File: src/design/rjb_pkg.sv
`timescale 1ns / 1ps
package rjb_pkg;

    localparam int SLOTS_DEF = 64;
    localparam int SLOT_W    = 6;
    localparam int SEQ_W     = 16;
    localparam int RUN_W     = 7;
    localparam int THR_W     = 6;

    localparam logic [1:0] OP_PUT  = 2'd0;
    localparam logic [1:0] OP_TAKE = 2'd1;
    localparam logic [1:0] OP_MARK = 2'd2;
    localparam logic [1:0] OP_TEAR = 2'd3;

    localparam logic [2:0] K_ACC   = 3'd0;
    localparam logic [2:0] K_DISC  = 3'd1;
    localparam logic [2:0] K_DELIV = 3'd2;
    localparam logic [2:0] K_UNDER = 3'd3;
    localparam logic [2:0] K_FLUSH = 3'd4;
    localparam logic [2:0] K_RTX   = 3'd5;
    localparam logic [2:0] K_DONE  = 3'd6;

    localparam logic [1:0] ST_FREE = 2'd0;
    localparam logic [1:0] ST_OK   = 2'd1;
    localparam logic [1:0] ST_MISS = 2'd2;

    localparam logic [1:0] M_INIT  = 2'd0;
    localparam logic [1:0] M_FILL  = 2'd1;
    localparam logic [1:0] M_READY = 2'd2;

    localparam logic [SEQ_W-1:0] START_RST = 16'hFFFF;
    localparam logic [THR_W-1:0] THR_RST   = 6'd16;

    typedef struct packed {
        logic [1:0]       operation;
        logic [SEQ_W-1:0] sequence_req;
    } t_in;

    typedef struct packed {
        logic [2:0]        kind;
        logic [SLOT_W-1:0] slot;
        logic [SEQ_W-1:0]  seq_out;
        logic [RUN_W-1:0]  run_length;
        logic              use_silence;
        logic              became_ready;
        logic              last_result;
    } t_out;

endpackage

File: src/design/rjb_front.sv
`timescale 1ns / 1ps
module rjb_front (
    input  logic          i_clk,
    input  logic          i_rst_n,
    input  logic          i_valid,
    output logic          o_stall,
    input  rjb_pkg::t_in  i_item,
    output logic          o_cmd_valid,
    output rjb_pkg::t_in  o_cmd,
    input  logic          i_pop
);
    import rjb_pkg::*;

    t_in        r_q [2];
    logic       r_wp;
    logic       r_rp;
    logic [1:0] r_cnt;
    logic       push;

    assign o_stall     = (r_cnt == 2'd2);
    assign push        = i_valid && !o_stall;
    assign o_cmd_valid = (r_cnt != 2'd0);
    assign o_cmd       = r_q[r_rp];

    always_ff @(posedge i_clk) begin
        if (push) begin
            r_q[r_wp] <= i_item;
        end
    end

    always_ff @(posedge i_clk) begin
        if (!i_rst_n) begin
            r_wp  <= 1'b0;
            r_rp  <= 1'b0;
            r_cnt <= 2'd0;
        end else begin
            if (push) begin
                r_wp <= ~r_wp;
            end
            if (i_pop) begin
                r_rp <= ~r_rp;
            end
            case ({push, i_pop})
                2'b10:   r_cnt <= r_cnt + 2'd1;
                2'b01:   r_cnt <= r_cnt - 2'd1;
                default: r_cnt <= r_cnt;
            endcase
        end
    end
endmodule

File: src/design/rjb_back.sv
`timescale 1ns / 1ps
module rjb_back #(
    parameter int SLOTS = rjb_pkg::SLOTS_DEF
) (
    input  logic                      i_clk,
    input  logic                      i_rst_n,
    input  logic                      i_cmd_valid,
    input  rjb_pkg::t_in              i_cmd,
    output logic                      o_pop,
    input  logic [rjb_pkg::THR_W-1:0] i_thr,
    output logic                      o_valid,
    input  logic                      i_stall,
    output rjb_pkg::t_out             o_item
);
    import rjb_pkg::*;

    localparam int IW = $clog2(SLOTS);
    localparam int CW = $clog2(SLOTS + 1);

    localparam logic [4:0] S_IDLE   = 5'd0;
    localparam logic [4:0] S_SCAN0  = 5'd1;
    localparam logic [4:0] S_LOOP   = 5'd2;
    localparam logic [4:0] S_EVAL   = 5'd3;
    localparam logic [4:0] S_REQ    = 5'd4;
    localparam logic [4:0] S_CNT_RD = 5'd5;
    localparam logic [4:0] S_CNT_WR = 5'd6;
    localparam logic [4:0] S_CLS    = 5'd7;
    localparam logic [4:0] S_CLS1   = 5'd8;
    localparam logic [4:0] S_CLS2   = 5'd9;
    localparam logic [4:0] S_MM     = 5'd10;
    localparam logic [4:0] S_STORE  = 5'd11;
    localparam logic [4:0] S_SPAN0  = 5'd12;
    localparam logic [4:0] S_SPAN1  = 5'd13;
    localparam logic [4:0] S_SPAN2  = 5'd14;
    localparam logic [4:0] S_TK     = 5'd15;
    localparam logic [4:0] S_MISC   = 5'd16;

    logic [SEQ_W-1:0] m_seq [SLOTS];
    logic [1:0]       m_st  [SLOTS];
    logic [2:0]       m_cnt [SLOTS];

    logic [SLOTS-1:0] r_st_vld;
    logic [SLOTS-1:0] r_cnt_vld;
    logic [SLOTS-1:0] r_flush;

    logic [SEQ_W-1:0] r_seq_q;
    logic [1:0]       r_st_q;
    logic [2:0]       r_cnt_q;
    logic             r_st_vq;
    logic             r_cnt_vq;

    logic [4:0]       r_state;
    logic [1:0]       r_op;
    logic [SEQ_W-1:0] r_seq;
    logic [IW-1:0]    r_head;
    logic [IW-1:0]    r_tail;
    logic [1:0]       r_mode;
    logic [SEQ_W-1:0] r_start;
    logic [IW-1:0]    r_i;
    logic [CW-1:0]    r_steps;
    logic             r_open;
    logic             r_mi;
    logic             r_mnx;
    logic [IW-1:0]    r_first;
    logic [CW-1:0]    r_len;
    logic [IW-1:0]    r_j;
    logic [CW-1:0]    r_k;
    logic [SEQ_W-1:0] r_sh;
    logic             r_mvt;
    logic [SEQ_W-1:0] r_ma;
    logic [CW-1:0]    r_mn;
    logic             r_ov;
    t_out             r_out;

    logic [IW-1:0]    a_rd;
    logic             emit;
    t_out             e_out;
    logic             can_emit;
    logic             seq_we;
    logic [IW-1:0]    seq_wa;
    logic [SEQ_W-1:0] seq_wd;
    logic             st_we;
    logic [IW-1:0]    st_wa;
    logic [1:0]       st_wd;
    logic             cnt_we;
    logic [2:0]       cnt_wd;

    logic [1:0]       st_eff;
    logic [2:0]       cnt_eff;
    logic             miss_q;
    logic             open2;
    logic [CW-1:0]    len2;
    logic             is_init;
    logic [SEQ_W-1:0] d_i;
    logic [SEQ_W-1:0] fd;
    logic [SEQ_W-1:0] d_t;
    logic             disc;
    logic             need_mm;
    logic             mvt;
    logic [SEQ_W-1:0] mm_a_raw;
    logic [SEQ_W-1:0] mm_n16;
    logic [SEQ_W-1:0] mm_a;
    logic [CW-1:0]    mm_n;
    logic [SEQ_W-1:0] span;
    logic             rdy;
    logic [IW-1:0]    s_idx;

    assign st_eff   = r_st_vq ? r_st_q : ST_FREE;
    assign cnt_eff  = r_cnt_vq ? r_cnt_q : 3'd0;
    assign miss_q   = (st_eff == ST_MISS);
    assign open2    = r_open || r_mi;
    assign len2     = (r_open ? r_len : CW'(0)) + CW'(open2);
    assign is_init  = (r_mode == M_INIT);
    assign d_i      = r_seq - r_start;
    assign fd       = r_sh - r_seq;
    assign d_t      = r_seq - r_seq_q;
    assign disc     = is_init ? d_i[SEQ_W-1]
                              : ((fd != '0 && !fd[SEQ_W-1]) || d_t == '0);
    assign need_mm  = is_init ? (d_i != '0)
                              : (d_t != '0 && !d_t[SEQ_W-1] && d_t != 16'd1);
    assign mvt      = is_init || !d_t[SEQ_W-1];
    assign mm_a_raw = is_init ? r_start : r_seq_q + 16'd1;
    assign mm_n16   = r_seq - mm_a_raw;
    assign mm_a     = (mm_n16 > 16'(SLOTS)) ? r_seq - 16'(SLOTS) : mm_a_raw;
    assign mm_n     = (mm_n16 > 16'(SLOTS)) ? CW'(SLOTS) : mm_n16[CW-1:0];
    assign span     = r_seq_q - r_sh;
    assign rdy      = (r_mode == M_FILL) && (span >= {10'd0, i_thr});
    assign s_idx    = r_seq[IW-1:0];
    assign can_emit = !r_ov || !i_stall;
    assign cnt_wd   = (cnt_eff >= 3'd4) ? 3'd0 : cnt_eff + 3'd1;
    assign o_valid  = r_ov;
    assign o_item   = r_out;

    always_comb begin
        a_rd   = r_head;
        o_pop  = 1'b0;
        emit   = 1'b0;
        e_out  = '0;
        seq_we = 1'b0;
        seq_wa = s_idx;
        seq_wd = r_seq;
        st_we  = 1'b0;
        st_wa  = s_idx;
        st_wd  = ST_OK;
        cnt_we = 1'b0;
        case (r_state)
            S_IDLE: begin
                o_pop = i_cmd_valid;
            end
            S_LOOP: begin
                a_rd = r_i + IW'(1);
            end
            S_EVAL: begin
                a_rd = r_open ? r_first : r_i;
            end
            S_REQ: begin
                a_rd = r_first;
                if (cnt_eff == 3'd0) begin
                    emit             = can_emit;
                    e_out.kind       = K_RTX;
                    e_out.slot       = SLOT_W'(r_first);
                    e_out.seq_out    = r_seq_q;
                    e_out.run_length = RUN_W'(r_len);
                end
            end
            S_CNT_RD: begin
                a_rd = r_j;
            end
            S_CNT_WR: begin
                a_rd   = r_j;
                cnt_we = 1'b1;
            end
            S_CLS: begin
                a_rd = r_head;
            end
            S_CLS1, S_CLS2: begin
                a_rd = r_tail;
                if (r_state == S_CLS2) begin
                    if (disc) begin
                        emit              = can_emit;
                        e_out.kind        = K_DISC;
                        e_out.seq_out     = r_seq;
                        e_out.last_result = 1'b1;
                    end else if (is_init) begin
                        seq_we = 1'b1;
                        seq_wa = r_start[IW-1:0];
                        seq_wd = r_start;
                        st_we  = (d_i == '0);
                        st_wa  = r_start[IW-1:0];
                    end
                end
            end
            S_MM: begin
                seq_we = 1'b1;
                seq_wa = r_ma[IW-1:0];
                seq_wd = r_ma;
                st_we  = 1'b1;
                st_wa  = r_ma[IW-1:0];
                st_wd  = ST_MISS;
            end
            S_STORE: begin
                seq_we = 1'b1;
                st_we  = 1'b1;
            end
            S_SPAN0: begin
                a_rd = r_head;
            end
            S_SPAN1, S_SPAN2: begin
                a_rd = r_tail;
                if (r_state == S_SPAN2) begin
                    emit               = can_emit;
                    e_out.kind         = K_ACC;
                    e_out.slot         = SLOT_W'(s_idx);
                    e_out.seq_out      = r_seq;
                    e_out.became_ready = rdy;
                    e_out.last_result  = 1'b1;
                end
            end
            S_TK: begin
                a_rd              = r_head;
                emit              = can_emit;
                e_out.slot        = SLOT_W'(r_head);
                e_out.seq_out     = r_seq_q;
                e_out.last_result = 1'b1;
                if (r_flush[r_head]) begin
                    e_out.kind = K_FLUSH;
                end else if (st_eff == ST_FREE) begin
                    e_out.kind = K_UNDER;
                end else begin
                    e_out.kind        = K_DELIV;
                    e_out.use_silence = (st_eff == ST_MISS);
                end
            end
            S_MISC: begin
                emit              = can_emit;
                e_out.kind        = K_DONE;
                e_out.last_result = 1'b1;
                if (r_op == OP_MARK) begin
                    e_out.seq_out = r_seq;
                    if (!is_init) begin
                        e_out.slot = SLOT_W'(s_idx);
                    end
                end
            end
            default: begin
                a_rd = r_head;
            end
        endcase
    end

    always_ff @(posedge i_clk) begin
        if (seq_we) begin
            m_seq[seq_wa] <= seq_wd;
        end
        r_seq_q <= m_seq[a_rd];
    end

    always_ff @(posedge i_clk) begin
        if (st_we) begin
            m_st[st_wa] <= st_wd;
        end
        r_st_q <= m_st[a_rd];
    end

    always_ff @(posedge i_clk) begin
        if (cnt_we) begin
            m_cnt[r_j] <= cnt_wd;
        end
        r_cnt_q <= m_cnt[a_rd];
    end

    always_ff @(posedge i_clk) begin
        r_st_vq  <= r_st_vld[a_rd];
        r_cnt_vq <= r_cnt_vld[a_rd];
        if (emit) begin
            r_out <= e_out;
        end
    end

    always_ff @(posedge i_clk) begin
        if (!i_rst_n) begin
            r_state   <= S_IDLE;
            r_st_vld  <= '0;
            r_cnt_vld <= '0;
            r_flush   <= '0;
            r_head    <= '0;
            r_tail    <= '0;
            r_mode    <= M_INIT;
            r_start   <= START_RST;
            r_ov      <= 1'b0;
        end else begin
            if (emit) begin
                r_ov <= 1'b1;
            end else if (!i_stall) begin
                r_ov <= 1'b0;
            end
            if (st_we) begin
                r_st_vld[st_wa] <= 1'b1;
            end
            if (cnt_we) begin
                r_cnt_vld[r_j] <= 1'b1;
            end
            case (r_state)
                S_IDLE: begin
                    if (i_cmd_valid) begin
                        r_op    <= i_cmd.operation;
                        r_seq   <= i_cmd.sequence_req;
                        r_i     <= r_head;
                        r_steps <= '0;
                        r_open  <= 1'b0;
                        r_len   <= '0;
                        case (i_cmd.operation)
                            OP_PUT:  r_state <= S_SCAN0;
                            OP_TAKE: r_state <= S_TK;
                            default: r_state <= S_MISC;
                        endcase
                    end
                end
                S_SCAN0: begin
                    r_mi    <= miss_q;
                    r_state <= S_LOOP;
                end
                S_LOOP: begin
                    if (r_i == r_tail || r_steps == CW'(SLOTS)) begin
                        r_state <= S_CLS;
                    end else begin
                        r_state <= S_EVAL;
                    end
                end
                S_EVAL: begin
                    if (!r_open && r_mi) begin
                        r_first <= r_i;
                    end
                    r_len <= len2;
                    if (open2 && !miss_q) begin
                        r_mnx   <= miss_q;
                        r_state <= S_REQ;
                    end else begin
                        r_open  <= open2;
                        r_i     <= r_i + IW'(1);
                        r_mi    <= miss_q;
                        r_steps <= r_steps + CW'(1);
                        r_state <= S_LOOP;
                    end
                end
                S_REQ: begin
                    if (cnt_eff != 3'd0 || can_emit) begin
                        r_j     <= r_first;
                        r_k     <= '0;
                        r_state <= S_CNT_RD;
                    end
                end
                S_CNT_RD: begin
                    r_state <= S_CNT_WR;
                end
                S_CNT_WR: begin
                    r_j <= r_j + IW'(1);
                    r_k <= r_k + CW'(1);
                    if (r_k + CW'(1) == r_len) begin
                        r_open  <= 1'b0;
                        r_i     <= r_i + IW'(1);
                        r_mi    <= r_mnx;
                        r_steps <= r_steps + CW'(1);
                        r_state <= S_LOOP;
                    end else begin
                        r_state <= S_CNT_RD;
                    end
                end
                S_CLS: begin
                    r_state <= S_CLS1;
                end
                S_CLS1: begin
                    r_sh    <= r_seq_q;
                    r_state <= S_CLS2;
                end
                S_CLS2: begin
                    if (disc) begin
                        if (can_emit) begin
                            r_state <= S_IDLE;
                        end
                    end else begin
                        if (is_init) begin
                            r_head <= r_start[IW-1:0];
                        end
                        r_mvt   <= mvt;
                        r_ma    <= mm_a;
                        r_mn    <= mm_n;
                        r_state <= need_mm ? S_MM : S_STORE;
                    end
                end
                S_MM: begin
                    r_ma <= r_ma + 16'd1;
                    r_mn <= r_mn - CW'(1);
                    if (r_mn == CW'(1)) begin
                        r_state <= S_STORE;
                    end
                end
                S_STORE: begin
                    if (r_mvt) begin
                        r_tail <= s_idx;
                    end
                    if (is_init) begin
                        r_mode <= M_FILL;
                    end
                    r_state <= S_SPAN0;
                end
                S_SPAN0: begin
                    r_state <= S_SPAN1;
                end
                S_SPAN1: begin
                    r_sh    <= r_seq_q;
                    r_state <= S_SPAN2;
                end
                S_SPAN2: begin
                    if (can_emit) begin
                        if (rdy) begin
                            r_mode <= M_READY;
                        end
                        r_state <= S_IDLE;
                    end
                end
                S_TK: begin
                    if (can_emit) begin
                        if (r_flush[r_head]) begin
                            r_mode          <= M_FILL;
                            r_flush[r_head] <= 1'b0;
                        end else if (st_eff == ST_FREE) begin
                            r_mode <= M_INIT;
                        end else begin
                            r_head            <= r_head + IW'(1);
                            r_st_vld[r_head]  <= 1'b0;
                            r_cnt_vld[r_head] <= 1'b0;
                            r_flush[r_head]   <= 1'b0;
                        end
                        r_state <= S_IDLE;
                    end
                end
                S_MISC: begin
                    if (can_emit) begin
                        if (r_op == OP_MARK) begin
                            if (is_init) begin
                                r_start <= r_seq;
                            end else begin
                                r_flush[s_idx] <= 1'b1;
                            end
                        end else begin
                            r_mode    <= M_INIT;
                            r_head    <= '0;
                            r_tail    <= '0;
                            r_start   <= START_RST;
                            r_st_vld  <= '0;
                            r_cnt_vld <= '0;
                            r_flush   <= '0;
                        end
                        r_state <= S_IDLE;
                    end
                end
                default: begin
                    r_state <= S_IDLE;
                end
            endcase
        end
    end
endmodule

File: src/design/rtp_jitter_reorder_buffer.sv
`timescale 1ns / 1ps
// Metadata engine for a sequence-numbered packet ring of SLOTS slots.
// Input channel (i_in_valid / o_in_stall / i_in_item) takes one command per
// item: put, take, start/flush mark or teardown. Output channel
// (o_out_valid / i_out_stall / o_out_item) returns one or more result items
// per command; last_result marks the final one.
// A two-entry command queue decouples the input from the executing
// sequencer, so up to two commands are taken while one is still at work.
// A put first walks the ring from head to tail, slot by slot; for each
// missing run it closes, it requests a retransmission if the first slot's
// count is zero and steps the count of every slot in the run. It then marks
// up to SLOTS slots of a gap as missing, classifies the packet and stores it.
// The output register holds a result while i_out_stall is high; the
// sequencer waits for it and loses nothing.
// Reset (synchronous, active low) empties the ring at once through per-slot
// valid bits, sets init mode, start sequence all ones and the start
// threshold to 16; no clearing pass is needed.
// start_threshold is written through the APB port at address 0.
module rtp_jitter_reorder_buffer #(
    parameter int SLOTS = rjb_pkg::SLOTS_DEF
) (
    input  logic           i_clk,
    input  logic           i_rst_n,
    input  logic           i_in_valid,
    output logic           o_in_stall,
    input  rjb_pkg::t_in   i_in_item,
    output logic           o_out_valid,
    input  logic           i_out_stall,
    output rjb_pkg::t_out  o_out_item,
    input  logic           psel,
    input  logic           penable,
    input  logic           pwrite,
    input  logic [2:0]     paddr,
    input  logic [31:0]    pwdata,
    output logic [31:0]    prdata,
    output logic           pready
);
    import rjb_pkg::*;

    logic [THR_W-1:0] r_thr;
    logic             cmd_valid;
    t_in              cmd;
    logic             pop;

    assign pready = 1'b1;
    assign prdata = (paddr == 3'd0) ? {26'd0, r_thr} : 32'd0;

    always_ff @(posedge i_clk) begin
        if (!i_rst_n) begin
            r_thr <= THR_RST;
        end else if (psel && penable && pwrite && paddr == 3'd0) begin
            r_thr <= pwdata[THR_W-1:0];
        end
    end

    rjb_front u_front (
        .i_clk       (i_clk),
        .i_rst_n     (i_rst_n),
        .i_valid     (i_in_valid),
        .o_stall     (o_in_stall),
        .i_item      (i_in_item),
        .o_cmd_valid (cmd_valid),
        .o_cmd       (cmd),
        .i_pop       (pop)
    );

    rjb_back #(
        .SLOTS (SLOTS)
    ) u_back (
        .i_clk       (i_clk),
        .i_rst_n     (i_rst_n),
        .i_cmd_valid (cmd_valid),
        .i_cmd       (cmd),
        .o_pop       (pop),
        .i_thr       (r_thr),
        .o_valid     (o_out_valid),
        .i_stall     (i_out_stall),
        .o_item      (o_out_item)
    );
endmodule
File: config.mk
export PLATFORM = sky130hd
export DESIGN_NAME = rtp_jitter_reorder_buffer
export DESIGN_NICKNAME = d
export VERILOG_FILES = /design/src/design/rjb_pkg.sv /design/src/design/rjb_front.sv /design/src/design/rjb_back.sv /design/src/design/rtp_jitter_reorder_buffer.sv
export SDC_FILE = /design/constraint.sdc
export NUM_CORES = 2
export LEC_CHECK = 0
export BUFFER_PORTS_ARGS = -buffer_cell sky130_fd_sc_hd__buf_2
export CAP_MARGIN = 20
export CORE_MARGIN = 5
export CORE_UTILIZATION = 57
export DETAILED_ROUTE_END_ITERATION = 10
export GPL_TIMING_DRIVEN = 0
export PLACE_DENSITY = 0.81
export RECOVER_POWER = 100
export SLEW_MARGIN = 20
export SYNTH_ARGS = -nofsm -noshare
export SYNTH_HDL_FRONTEND = slang
export SYNTH_SLANG_ARGS = --single-unit
File: constraint.sdc
create_clock -name i_clk -period 5.6 [get_ports i_clk]
set_input_delay 0.56 -clock i_clk [delete_from_list [all_inputs] [get_ports i_clk]]
set_output_delay 0.56 -clock i_clk [all_outputs]
set_load 0.005 [all_outputs]
==> results by group <==
Global routing
  • First-pass GRT wire length: 409 mm
  • GRT Residual Overflow: 0
  • Met1 usage: 51.1%
  • Largest net degree at the start of global routing: 65
  • Met2 global-route usage: 56.3%
  • Total track usage: 38.4%
  • Initial antenna violation count: 18
  • Grt peak-use layer: met2
  • Vias in the first global route: 60300
  • GRT met3 Usage: 12.9%

Timing
  • Final Hold Viols: 0
  • Worst Slack Setup Final: -0.169 ns
  • Final period util: 103%
  • Setup TNS: -0.483 ns
  • Fmax: 173 MHz
  • Final min period: 5.77 ns
  • Final setup fails: 8
  • Relative slew slack: -178%
  • Fin. max-slew vios: 538
  • Fin Hold WS: 0.166 ns
  • Clk_skew: 0.0711 ns
  • Slew @ Worst Pin: 4.17 ns

Setup path
  • Required @ worst endpoint: 6.34 ns
  • Crit path max fanout: 10
  • WP data arrival: 6.51 ns
  • Setup crit end kind: flop
  • Crit Path Category: flop to flop
  • R2R depth: 15
  • Crit start category: flop
  • R2R Path End: u_back.r_seq_q[15]
  • RR Startpoint: u_back.r_state[2]
  • Reg2reg setup slack: -0.17 ns

Clocking
  • CTS root buf: clkbuf_16
  • Max clock buf depth: 3
  • CTS Buf Count: 177
  • Htree depth: 4
  • Skew-Pair Late Insertion Delay: 0.88 ns
  • CTS sink cnt: 1777
  • CTS tree: yes
  • CTS clk-pin slew, worst paths: 0.06 ns

Synth
  • Sequential fraction of the synthesis area: 64.0%
  • Cell Area, Synth: 79300 um2
  • Yosys reg bits: 1777
  • Post-synth top flop: edfxtp_1
  • Post-synth top area share: 57.4%
  • Asr flop ratio synth: 0%
  • Largest cells by area after synthesis: edfxtp_1 57%, nand2_1 7.5%, dfxtp_1 6.6%
  • Post-synth EDFFs: 1515
  • Netlist cell types: 89
  • Mean area per synthesized cell: 11.4 um2
  • Syn Inst Count: 6962
  • Top post-synthesis cells by count: 1588 x nand2_1, 1515 x edfxtp_1, 458 x nand3_1
  • Synth warn: 0
  • Yosys top cell by area: edfxtp_1
  • Most common cell in the synthesized netlist: nand2_1

Place
  • PortBufs: 75
  • DP Worst Slack: -1.52 ns
  • Global placer's final weighted congestion: 1.03
  • Hpwl dp: 206 mm
  • Placed Instance Area: 83500 um2

Flow run
  • Max cap viols: 9

Cells and area
  • Final Cell Area: 90000 um2
  • Final Core Density: 65.3%
  • Share of cells above drive strength 1: 11.1%
  • Final layout net count: 7520
  • Layout area overhead: 13.4%

Route
  • Initial DRC Count: 10700
  • Vias/cell: 6.84
  • Drt first pass iters: 11
  • Post-DR wirelength/cell: 31.1 um
  • DRT antenna net count: 0
  • Routed vias: 63600
  • Remaining DRCs: 2
  • DRT Wirelength: 289 mm

Power and ir drop
  • P per Cell Area: 557 nW/um2
  • Worst-case vdd ir drop: 0.393 mV
  • Leakage: 0.0311 uW

Worst hold path
  • Hold path depth: 4
  • Worst Hold Path EP: u_front.r_wp
  • Min-delay src: i_in_valid
  • Worst Hold Class: input pin to flop

Floorplan
  • DIE WIDTH: 383 um
  • Die height: 383 um
  • IO Pins: 130
  • Total die area: 147000 um2
  • Std-Cell Core Area: 138000 um2
  • Std cell rows: 136
  • Initial core utilization: 57.6%

Status
  • Failing checks: DRC, capacitance limit, slew limit, setup timing
  • Outcome: finished with violations
-- power by group --
group          leakage [uW]  switching (uW)  internal (uW)  total, uW
Combinational        0.0125           16400           5480      21900
Sequential           0.0157             514          15500      16000
Clock               0.00287            5410           6770      12200
Total                0.0311           22300          27800      50100
-- flip-flops by register name, indices dropped and copies added (netlist names), 35 cells and up, named ones only --
name and cells:
u_back.m_seq 1024, u_back.m_st 128, u_back.r_st_vld 64, u_back.m_cnt 192
u_back.r_cnt_vld 64, u_back.o_item 35, u_front.r_q 36, u_back.r_flush 64
-- kinds of logic (layout without fill, tap and decap cells) --
kind of cell    Yosys count  in the layout  synth area share (%)
other cells               2             34               0.00947
buf+inv                 637           1157                  3.25
fa+ha+maj               101            101                  1.64
flops                  1777           1777                  64.0
simple gates           2942           2942                  16.4
xor+xnor                112            112                  1.24
mux                      94             94                  1.32
compound gates         1297           1297                  12.2
-- cell usage in the layout, fill, tap and decap left out, drive strengths merged, types with 20 or more instances in the layout --
master	n
a2111oi	32
a211o	27
a211oi	23
a21o	26
a21oi	242
a22o	26
a311oi	229
a31oi	70
a32oi	28
and2	48
and3	227
buf	206
clkbuf	699
clkinv	76
conb	27
dfxtp	262
dlygate4sd3	24
edfxtp	1515
ha	96
inv	126
mux2	28
mux2i	61
nand2	1588
nand3	458
nand4	38
nor2	361
nor3	78
o211ai	82
o21ai	189
o221a	130
o22ai	20
o41ai	51
or3	23
xnor2	66
xor2	46
-- routing by layer --
layer	vias to the layer above	wire, um
met2	5104	123000
li1	26700	-
met5	-	71
met4	10	18500
met3	1033	42900
met1	30700	105000
-- metrics by stage --
step | instances | power (uW)
final | 9308 | 50100
after global routing | 9301 | 51200
after CTS | 9280 | 48800
after detailed placement | 8924 | 36500
after global placement | 8856 | 35900
after floorplan | 6987 | 27100
-- area by class of cell --
class	count	area, um2
diodes	7	17.5
plain buffers	518	2250
clock buffers	220	4690
clock inverters	107	1240
fillers	10100	47900
inverters	118	452
multi-input cells	4573	26900
flip-flops and latches	1777	50700
well taps	1794	2240
repair buffers	194	1460
-- worst max path at each step --
stage,start,endpoint
after detailed placement,u_back.r_head[0],u_back.r_seq_q[13]
final,u_back.r_state[2],u_back.r_seq_q[15]
after global placement,u_back.r_seq[8],u_back.m_seq[61][9]
after CTS,u_back.r_head[0],u_back.r_seq_q[13]
after floorplan,u_back.r_start[4],u_back.m_seq[57][0]
after global routing,u_back.r_state[2],u_back.r_seq_q[15]
-- what timing repair did --
| item | CTS | global route |
|---|---|---|
| pin swaps | 2 | 13 |
| buffers inserted | 5 | 22 |
| endpoints found under the setup margin | 1199 | 1122 |
| gates resized for setup | 143 | 114 |
| hold buffers | 24 | 0 |
| hold endpoints to repair | 42 | 0 |
| gates cloned | 0 | 0 |
-- critical path, cell delays in order, from the launching register on --
cell	delay, ns
dfxtp_1	0.35
clkbuf_1	0.29
nor3_1	0.17
nor3_1	0.27
nand2_1	0.29
a2111oi_2	0.57
buf_1	0.26
buf_2	0.41
clkbuf_4	0.40
buf_2	0.47
buf_2	0.42
nand2_1	0.09
a311oi_1	0.47
a31oi_1	0.16
o21ai_0	0.68
a211o_1	0.34
No activity file was read; power rests on OpenSTA's default activity.
